## config.mk

```make
export PLATFORM = sky130hd
export DESIGN_NAME = nps_ctrl
export DESIGN_NICKNAME = d
export VERILOG_FILES = /design/src/nps_pkg.sv /design/src/nps_ctrl.sv
export SDC_FILE = /design/constraint.sdc
export NUM_CORES = 1
export LEC_CHECK = 0
export ABC_AREA = 1
export BUFFER_PORTS_ARGS = -buffer_cell sky130_fd_sc_hd__buf_2
export CAP_MARGIN = 5
export CORE_AREA = 10 10 47 49
export DETAILED_ROUTE_END_ITERATION = 16
export DIE_AREA = 0 0 57 59
export GPL_TIMING_DRIVEN = 0
export PLACE_DENSITY = 0.42
export SLEW_MARGIN = 20
export SYNTH_ARGS = -nofsm -noshare
export SYNTH_HDL_FRONTEND = slang
export SYNTH_SLANG_ARGS = --single-unit
```

## constraint.sdc

```tcl
create_clock -name i_clk -period 0.94 [get_ports i_clk]
set_input_delay 0 -clock i_clk [delete_from_list [all_inputs] [get_ports i_clk]]
set_output_delay 0 -clock i_clk [all_outputs]
set_load 0.1 [all_outputs]
```

## src/nps_pkg.sv

```systemverilog
// Shared definitions for the 2-D nearest point search block.
// Holds default parameters, the item command codes and the control/status structs.
// Depends on nothing else.
package nps_pkg;

    localparam int DEF_MAX_POINTS = 1024;
    localparam int DEF_COORD_BITS = 16;
    localparam int OUT_IDX_W      = 10;
    localparam int CMD_W          = 2;

    typedef enum logic [CMD_W-1:0] {
        CMD_LOAD  = 2'd0,
        CMD_QUERY = 2'd1,
        CMD_CLEAR = 2'd2
    } t_cmd;

    typedef struct packed {
        logic load;
        logic clear;
        logic start;
        logic publish;
    } t_ctrl_cmd;

    typedef struct packed {
        logic scan_done;
    } t_dp_status;

    function automatic int nps_addr_w(input int depth);
        return (depth > 1) ? $clog2(depth) : 1;
    endfunction

endpackage

```

## src/nps_ctrl.sv

```systemverilog
// Controller state machine for the nearest point search block.
// Decodes accepted items, sequences a query scan and owns the result valid flag.
// Depends on nps_pkg.
module nps_ctrl (
    input  logic               i_clk,
    input  logic               i_rst_n,
    input  logic               i_in_valid,
    output logic               o_in_ready,
    input  logic [1:0]         i_cmd,
    output logic               o_out_valid,
    input  logic               i_out_ready,
    output nps_pkg::t_ctrl_cmd o_cmd,
    input  nps_pkg::t_dp_status i_status
);
    import nps_pkg::*;

    typedef enum logic [1:0] {
        ST_IDLE,
        ST_SCAN,
        ST_DONE
    } t_state;

    t_state r_state, n_state;
    logic   r_out_valid, n_out_valid;
    logic   w_accept;
    logic   w_out_free;

    assign o_in_ready = (r_state == ST_IDLE);
    assign w_accept   = i_in_valid && o_in_ready;
    assign w_out_free = !r_out_valid || i_out_ready;

    always_comb begin
        n_state     = r_state;
        o_cmd       = '0;
        n_out_valid = r_out_valid && !i_out_ready;
        case (r_state)
            ST_IDLE: begin
                if (w_accept) begin
                    case (t_cmd'(i_cmd))
                        CMD_LOAD:  o_cmd.load  = 1'b1;
                        CMD_CLEAR: o_cmd.clear = 1'b1;
                        CMD_QUERY: begin
                            o_cmd.start = 1'b1;
                            n_state     = ST_SCAN;
                        end
                        default: ;
                    endcase
                end
            end
            ST_SCAN: begin
                if (i_status.scan_done) begin
                    n_state = ST_DONE;
                end
            end
            ST_DONE: begin
                if (w_out_free) begin
                    o_cmd.publish = 1'b1;
                    n_out_valid   = 1'b1;
                    n_state       = ST_IDLE;
                end
            end
            default: n_state = ST_IDLE;
        endcase
    end

    always_ff @(posedge i_clk) begin
        if (!i_rst_n) begin
            r_state     <= ST_IDLE;
            r_out_valid <= 1'b0;
        end else begin
            r_state     <= n_state;
            r_out_valid <= n_out_valid;
        end
    end

    assign o_out_valid = r_out_valid;

endmodule

```

-- Word-level counts from Yosys, hierarchy flattened
Index checks and enable logic that the tools add are counted.
- register bits: 3
- bits of input ports: 7
- output and inout bits: 6
- logic and storage cells: 32
- equality and inequality tests: 8
- muxes and demuxes: 14
- reductions and logical operators: 8
- operators by type and width (operator ; number):
    2-bit 2-to-1 mux ; 4
    1-bit 2-to-1 mux ; 7
    3-bit 2-to-1 mux ; 2
    2-bit case mux with 3 select lines ; 1
    2-bit by 1-bit == test with 1-bit output, second input constant ; 2
    2-bit == test, second input constant ; 2
    2-bit zero test ; 2
    2-bit by 1-bit inequality test with 1-bit output, second input constant ; 2
    2-bit inequality test, second input constant ; 2
    4-bit AND reduction ; 1
    1-bit logical AND ; 2
    1-bit zero test ; 2
    1-bit logical OR ; 1

-- Logic depth before layout (Yosys ltp)
Gate-level depths: netlist (run 1).
- depth after elaboration: 4
- depth in mapped cells: 4
- depth with buffers taken out: 4

-- Worst setup path before layout (run 1)
Ideal clock, no wire load.
- path kind: reg-to-output
- start: register r_out_valid (netlist: o_out_valid)
- end: output port o_cmd[0] in the netlist's numbering
- arrival: 2865 ps
- required time: 940 ps
- path slack: -1925 ps
- stages on the path, launching flop included: 4
- path buffers: 0
- cell sequence: dfxtp_1 > inv_1 > nor2_1 > nor3_1
- RTL lines (item ; RTL line ; RTL):
    from (decl) ; nps_ctrl.sv:24 ; logic r_out_valid, n_out_valid;
    from (signal assigned) ; nps_ctrl.sv:72 ; r_out_valid <= n_out_valid;
    to (decl) ; nps_ctrl.sv:12 ; output nps_pkg::t_ctrl_cmd o_cmd,

==> metrics.yaml, run 1 <==
clock_network:
  cts_tree: "yes"
  clockRootBuffer: "clkbuf_4"
  cts_made_buffers: 3
  clkSinkCount: 3
  cts_max_level: 1
  cts.clk_slew.worst_paths_ns: 0.04
  clock_path_buffers: 2
  clkLatencyLatePin_ns: 0.23
yosys:
  syn_area_um2: 170
  synth_top_area_share_pct: 35.3
  synth-seq-cells: 3
  yosysSeqAreaShare_pct: 35.3
  synth_top_area_cell: "dfxtp_1"
  syn_nets: 31
  ys_warn_count: 0
  synth_area_per_cell_um2: 7.09
  synthCells: 24
  synth_cell_type_count: 13
  synthTopCellsByArea: "dfxtp_1 35%, inv_1 11%, nor2_1 8.8%"
drt:
  vias_per_cell: 3.88
  wl_per_cell_um: 9.93
  drt_first_pass_iters: 1
  route.detailed.drc: 0
  drtAntennaViolNets: 0
  via_count: 233
  drt_wl_total_um: 596
  first_iter_violations: 0
setup_path:
  crit_arrival_ns: 1.15
  worst_r2r_endpoint: "r_state[1]$_SDFFE_PN0P_"
  worstRegToRegCells: 5
  crit_type: "reg -> out"
  cp-start-kind: "flip-flop"
  crit_path_cell_trace: "nor2_4, nand2_4, nor3_4, buf_12"
  rr_startpoint: "r_state[0]$_SDFFE_PN0P_"
  rrSetupSlack_ns: 0.02
  crit_path_end_kind: "output pin"
  required_ns: 0.94
  cp_max_fo: 3
  crit_slowest_cell: "dfxtp_2"
  slowest_delay_ns: 0.33
die:
  die_h_um: 59
  core_area_um2: 1400
  die_area_um2: 3360
  rows: 14
  dieWidth_um: 57
  io_pins: 13
  initial_core_util_pct: 12.1
sta:
  rsz0062_at_grt: "true"
  final-setup-viol-count: 5
  final.setup.worst_slack_ns: -0.206
  worstMarginPinSlew_ns: 0.279
  fin_hold_ws_ns: 0.0525
  drv_slew: 0
  period_minus_slack_ns: 1.15
  timing.final.crit_share_pct: 122
  relSlewSlack_pct: 81.6
  fmax_ghz: 0.872
  finalSetupTns_ns: -0.736
  finClkSkew_ns: 0.00176
  finalHoldViolCount: 0
cells_and_area:
  syn2layout_area_growth_pct: 175
  post-route-util_pct: 33.4
  layout.nets: 52
  multi_input_area_um2: 150
  num_antenna_cells: 0
  nFillCells: 151
  layout-drive-gt1-share_pct: 79.5
  register_area_um2: 68.8
place:
  hpwlAfterDp_um: 458
  routabilityCongestion: 0.715
  io_buffer_count: 12
min_path:
  min-delay-start: "i_status"
  hold_path_depth: 3
  hold_class: "in -> reg"
  hold_end: "r_state[1]$_SDFFE_PN0P_"
power:
  ir_drop_mv: 0.892
  p_leak_uw: 0.000184
  power_density_nw_per_um2: 1130
global_routing:
  overflow: 0
  grt_usage_pct: 4.10
  grt_max_degree: 5
  grt_pass1_vias: 259
  grt_pass1_wl_um: 1020
  antenna_found_initial: 0
job:
  cap_violations: 0
run_status:
  outcome: "finished with violations"
  failed_checks: "setup timing"
## kinds of logic after synthesis
group,count (synthesis),synth area share [%]
AND/OR/NAND/NOR,13,41.2
flip-flops,3,35.3
AO/OA/AOI/OAI,3,12.5
buffers and inverters,5,11.0
## how the worst max path moves through the flow
stage                             from  endpoint
2_1_floorplan  r_state[0]$_SDFFE_PN0P_  o_cmd[3]
3_3_place_gp   r_state[0]$_SDFFE_PN0P_  o_cmd[3]
3_5_place_dp   r_state[0]$_SDFFE_PN0P_  o_cmd[3]
4_1_cts        r_state[0]$_SDFFE_PN0P_  o_cmd[3]
5_1_grt        r_state[1]$_SDFFE_PN0P_  o_cmd[3]
6_report       r_state[1]$_SDFFE_PN0P_  o_cmd[3]
## power breakdown
group	switching, µW	internal, µW
Combinational	108	65.9
Clock	65.5	159
Sequential	3.00	127
## timing repair
item	in CTS	in global routing
pin swaps	5	4
hold buffers	1	0
setup endpoints to repair	6	7
hold endpoints to repair	1	0
resized for setup	26	5
setup buffers	3	0
## layout make-up
type                            instances  area share [%]
Tap cell                               16            4.28
Inverter                                5            5.35
Timing Repair Buffer                   16            38.0
Multi-Input combinational cell         16            32.1
Sequential cell                         3            14.7
Clock buffer                            4            5.61
## worst max-delay path, delay by kind of cell (launching register included)
family                 cells  cell delay, ns
DFF                        1            0.33
and+or+nand+nor            3            0.39
buffers and inverters      1            0.20
## registers in the layout, indices dropped and copies added (netlist names)
register	cells
r_state	2
o_out_valid	1
## Yosys cell counts (all sizes together)
library cell / instances
nor2: 5
inv: 5
dfxtp: 3
nand2: 3
o21a: 1
a21oi: 2
nand3: 2
nor3: 2
nand3b: 1
## per-layer routing
| layer | up-vias | routed length, µm | global-route usage, % |
|---|---|---|---|
| met1 | 102 | 187 | 3.20 |
| li1 | 117 | - | - |
| met3 | 0 | 129 | 6.22 |
| met2 | 14 | 278 | 6.05 |
| met4 | 0 | 0 | 0 |
| met5 | - | 0 | 0 |
## placed cells by master (no fill, tap or decap), drive strengths merged
cell type,instances
buf,15
dfxtp,3
inv,4
clkbuf,4
nand3,2
nor2,5
nand2,3
a21oi,2
dlygate4sd3,1
clkinvlp,1
o21a,1
nor3,2
nand3b,1
## stage by stage
step | total power, µW | setup WS, ns | area [µm²] | std cells
final | 528 | -0.206 | 468 | 60
after global routing | 568 | -0.266 | 468 | 60
after CTS | 537 | -0.230 | 450 | 60
after detailed placement | 260 | -0.212 | 304 | 52
after global placement | 261 | -0.220 | 304 | 52
after floorplan | 230 | -0.878 | 224 | 24
Power figures use the tool's default switching activity.
==> run 2: changes to the inputs <==
--- a/config.mk
+++ b/config.mk
@@ -12,7 +12,6 @@
 export DETAILED_ROUTE_END_ITERATION = 16
 export DIE_AREA = 0 0 57 59
 export GPL_TIMING_DRIVEN = 0
-export PLACE_DENSITY = 0.42
 export SLEW_MARGIN = 20
 export SYNTH_ARGS = -nofsm -noshare
 export SYNTH_HDL_FRONTEND = slang
==> run 2 against run 1 <==
Against the previous run:
- cell count increased by 3.3%
- flip-flop and latch count unchanged
- combinational power about the same
- critical path depth unchanged
- the flow still finishes with violations (setup timing)
- die area unchanged
- setup slack got worse by 0.0071 ns
- critical path type unchanged
==> metrics.yaml, run 2 (synthesis gave the netlist of run 1 again) <==
die:
  core_area_um2: 1400
  io_pins: 13
  die_area_um2: 3360
  initial_core_util_pct: 12.1
  die_h_um: 59
  rows: 14
  dieWidth_um: 57
run_status:
  failed_checks: "setup timing"
  outcome: "finished with violations"
setup_path:
  cp-start-kind: "flip-flop"
  crit_slowest_cell: "dfxtp_2"
  crit_path_cell_trace: "nor2_4, nand2_4, nor3_4, buf_12"
  required_ns: 0.94
  worst-path-buf-inv: 1
  slowest_delay_ns: 0.33
  cp_max_fo: 3
  crit_type: "reg -> out"
  worstRegToRegCells: 5
  crit_path_end_kind: "output pin"
  cp_top_family: "simple AND/OR/NAND/NOR gates"
  cp.depth: 4
  crit_arrival_ns: 1.15
drt:
  route.detailed.drc: 0
  first_iter_violations: 2
  drtAntennaViolNets: 0
  drt_first_pass_iters: 2
  wl_per_cell_um: 9.60
  vias_per_cell: 3.73
  via_count: 231
  drt_wl_total_um: 595
cells_and_area:
  nFillCells: 154
  layout-drive-gt1-share_pct: 80.4
  syn2layout_area_growth_pct: 182
  register_area_um2: 68.8
  fin_cells: 62
  largest_register: "r_state"
  post-route-util_pct: 34.3
  mostFrequentLayoutCell: "buf_2"
  largest_reg_flops: 2
  most-common-layout-cells: "6 x buf_2, 5 x buf_12, 4 x nor2_4, 4 x buf_4, 3 x clkbuf_4"
  layout.nets: 54
  num_antenna_cells: 0
  multi_input_area_um2: 150
sta:
  period_minus_slack_ns: 1.15
  finalSetupTns_ns: -0.820
  final.setup.worst_slack_ns: -0.213
  drv_slew: 0
  finClkSkew_ns: 0.000888
  relSlewSlack_pct: 81.5
  timing.final.crit_share_pct: 123
  fmax_ghz: 0.867
  finalHoldViolCount: 0
  fin_hold_ws_ns: 0.0508
  worstMarginPinSlew_ns: 0.279
  final-setup-viol-count: 5
  rsz0062_at_grt: "true"
clock_network:
  cts_tree: "yes"
  clkLatencyLatePin_ns: 0.23
  clock_path_buffers: 2
  cts_max_level: 1
  clkSinkCount: 3
  cts_made_buffers: 3
  cts.clk_slew.worst_paths_ns: 0.04
  clockRootBuffer: "clkbuf_4"
min_path:
  hold_class: "in -> reg"
  hold_path_depth: 3
place:
  routabilityCongestion: 0.551
  io_buffer_count: 12
  dpl.cell_count: 52
global_routing:
  antenna_found_initial: 0
  grt_usage_pct: 4.23
  grt_pass1_vias: 256
  overflow: 0
  grt_pass1_wl_um: 993
  grt_max_degree: 5
job:
  cap_violations: 0
power:
  power_density_nw_per_um2: 1110
  power_uw: 534
  ir_drop_mv: 0.340
  p_leak_uw: 0.000192
## run 2: changes by cell type in the layout (fill, tap and decap cells not counted), sizes merged
cell	delta
buf	+2
## run 2: final cells by class
cell class	instances	share of cell area, %
multi-input combinational	16	31.2
timing repair buffer	18	40.1
sequential	3	14.3
clock buffer	4	5.47
tap	16	4.17
inverter	5	4.69
## run 2: tightest hold or removal path: cells and delay by family
family / cells / cell delay [ns]
AO/OA/AOI/OAI: 1 / 0.05
buffers and inverters: 1 / 0.11
AND/OR/NAND/NOR: 1 / 0.09
## run 2: per-layer routing
| metal | GRT usage [%] | share of wire [%] |
|---|---|---|
| met2 | 5.89 | 55 |
| met3 | 3.65 | 13 |
| met4 | 7.05 | 2.9 |
| met1 | 2.61 | 29 |
| met5 | 0 | 0 |
## run 2: stage by stage
step                area, µm²  setup slack [ns]
floorplan                 224            -0.878
global placement          304            -0.207
detailed placement        304            -0.214
CTS                       452            -0.233
global route              480            -0.265
finish                    480            -0.213
## run 2: power breakdown
part / internal [µW] / leakage, µW / switching [µW] / total [µW]
combinational: 68.5 / 0.000151 / 108 / 177
sequential: 127 / 0.0000263 / 2.82 / 129
clock: 159 / 0.0000150 / 69.1 / 228
## run 2: repair_timing
item | in CTS | in global routing
endpoints found under the setup margin | 6 | 6
endpoints found under the hold margin | 1 | 0
pin swaps | 4 | 7
resized for setup | 26 | 4
hold buffers | 1 | 0
setup buffers | 3 | 2
## run 2: path summary, 6_finish.rpt
path                        endpoint  slack [ns]                     from
max                         o_cmd[3]       -0.21  r_state[1]$_SDFFE_PN0P_
min          r_state[1]$_SDFFE_PN0P_        0.05                 i_status
max reg2reg  r_state[1]$_SDFFE_PN0P_        0.04  r_state[0]$_SDFFE_PN0P_
min reg2reg  r_state[0]$_SDFFE_PN0P_        0.60  r_state[0]$_SDFFE_PN0P_
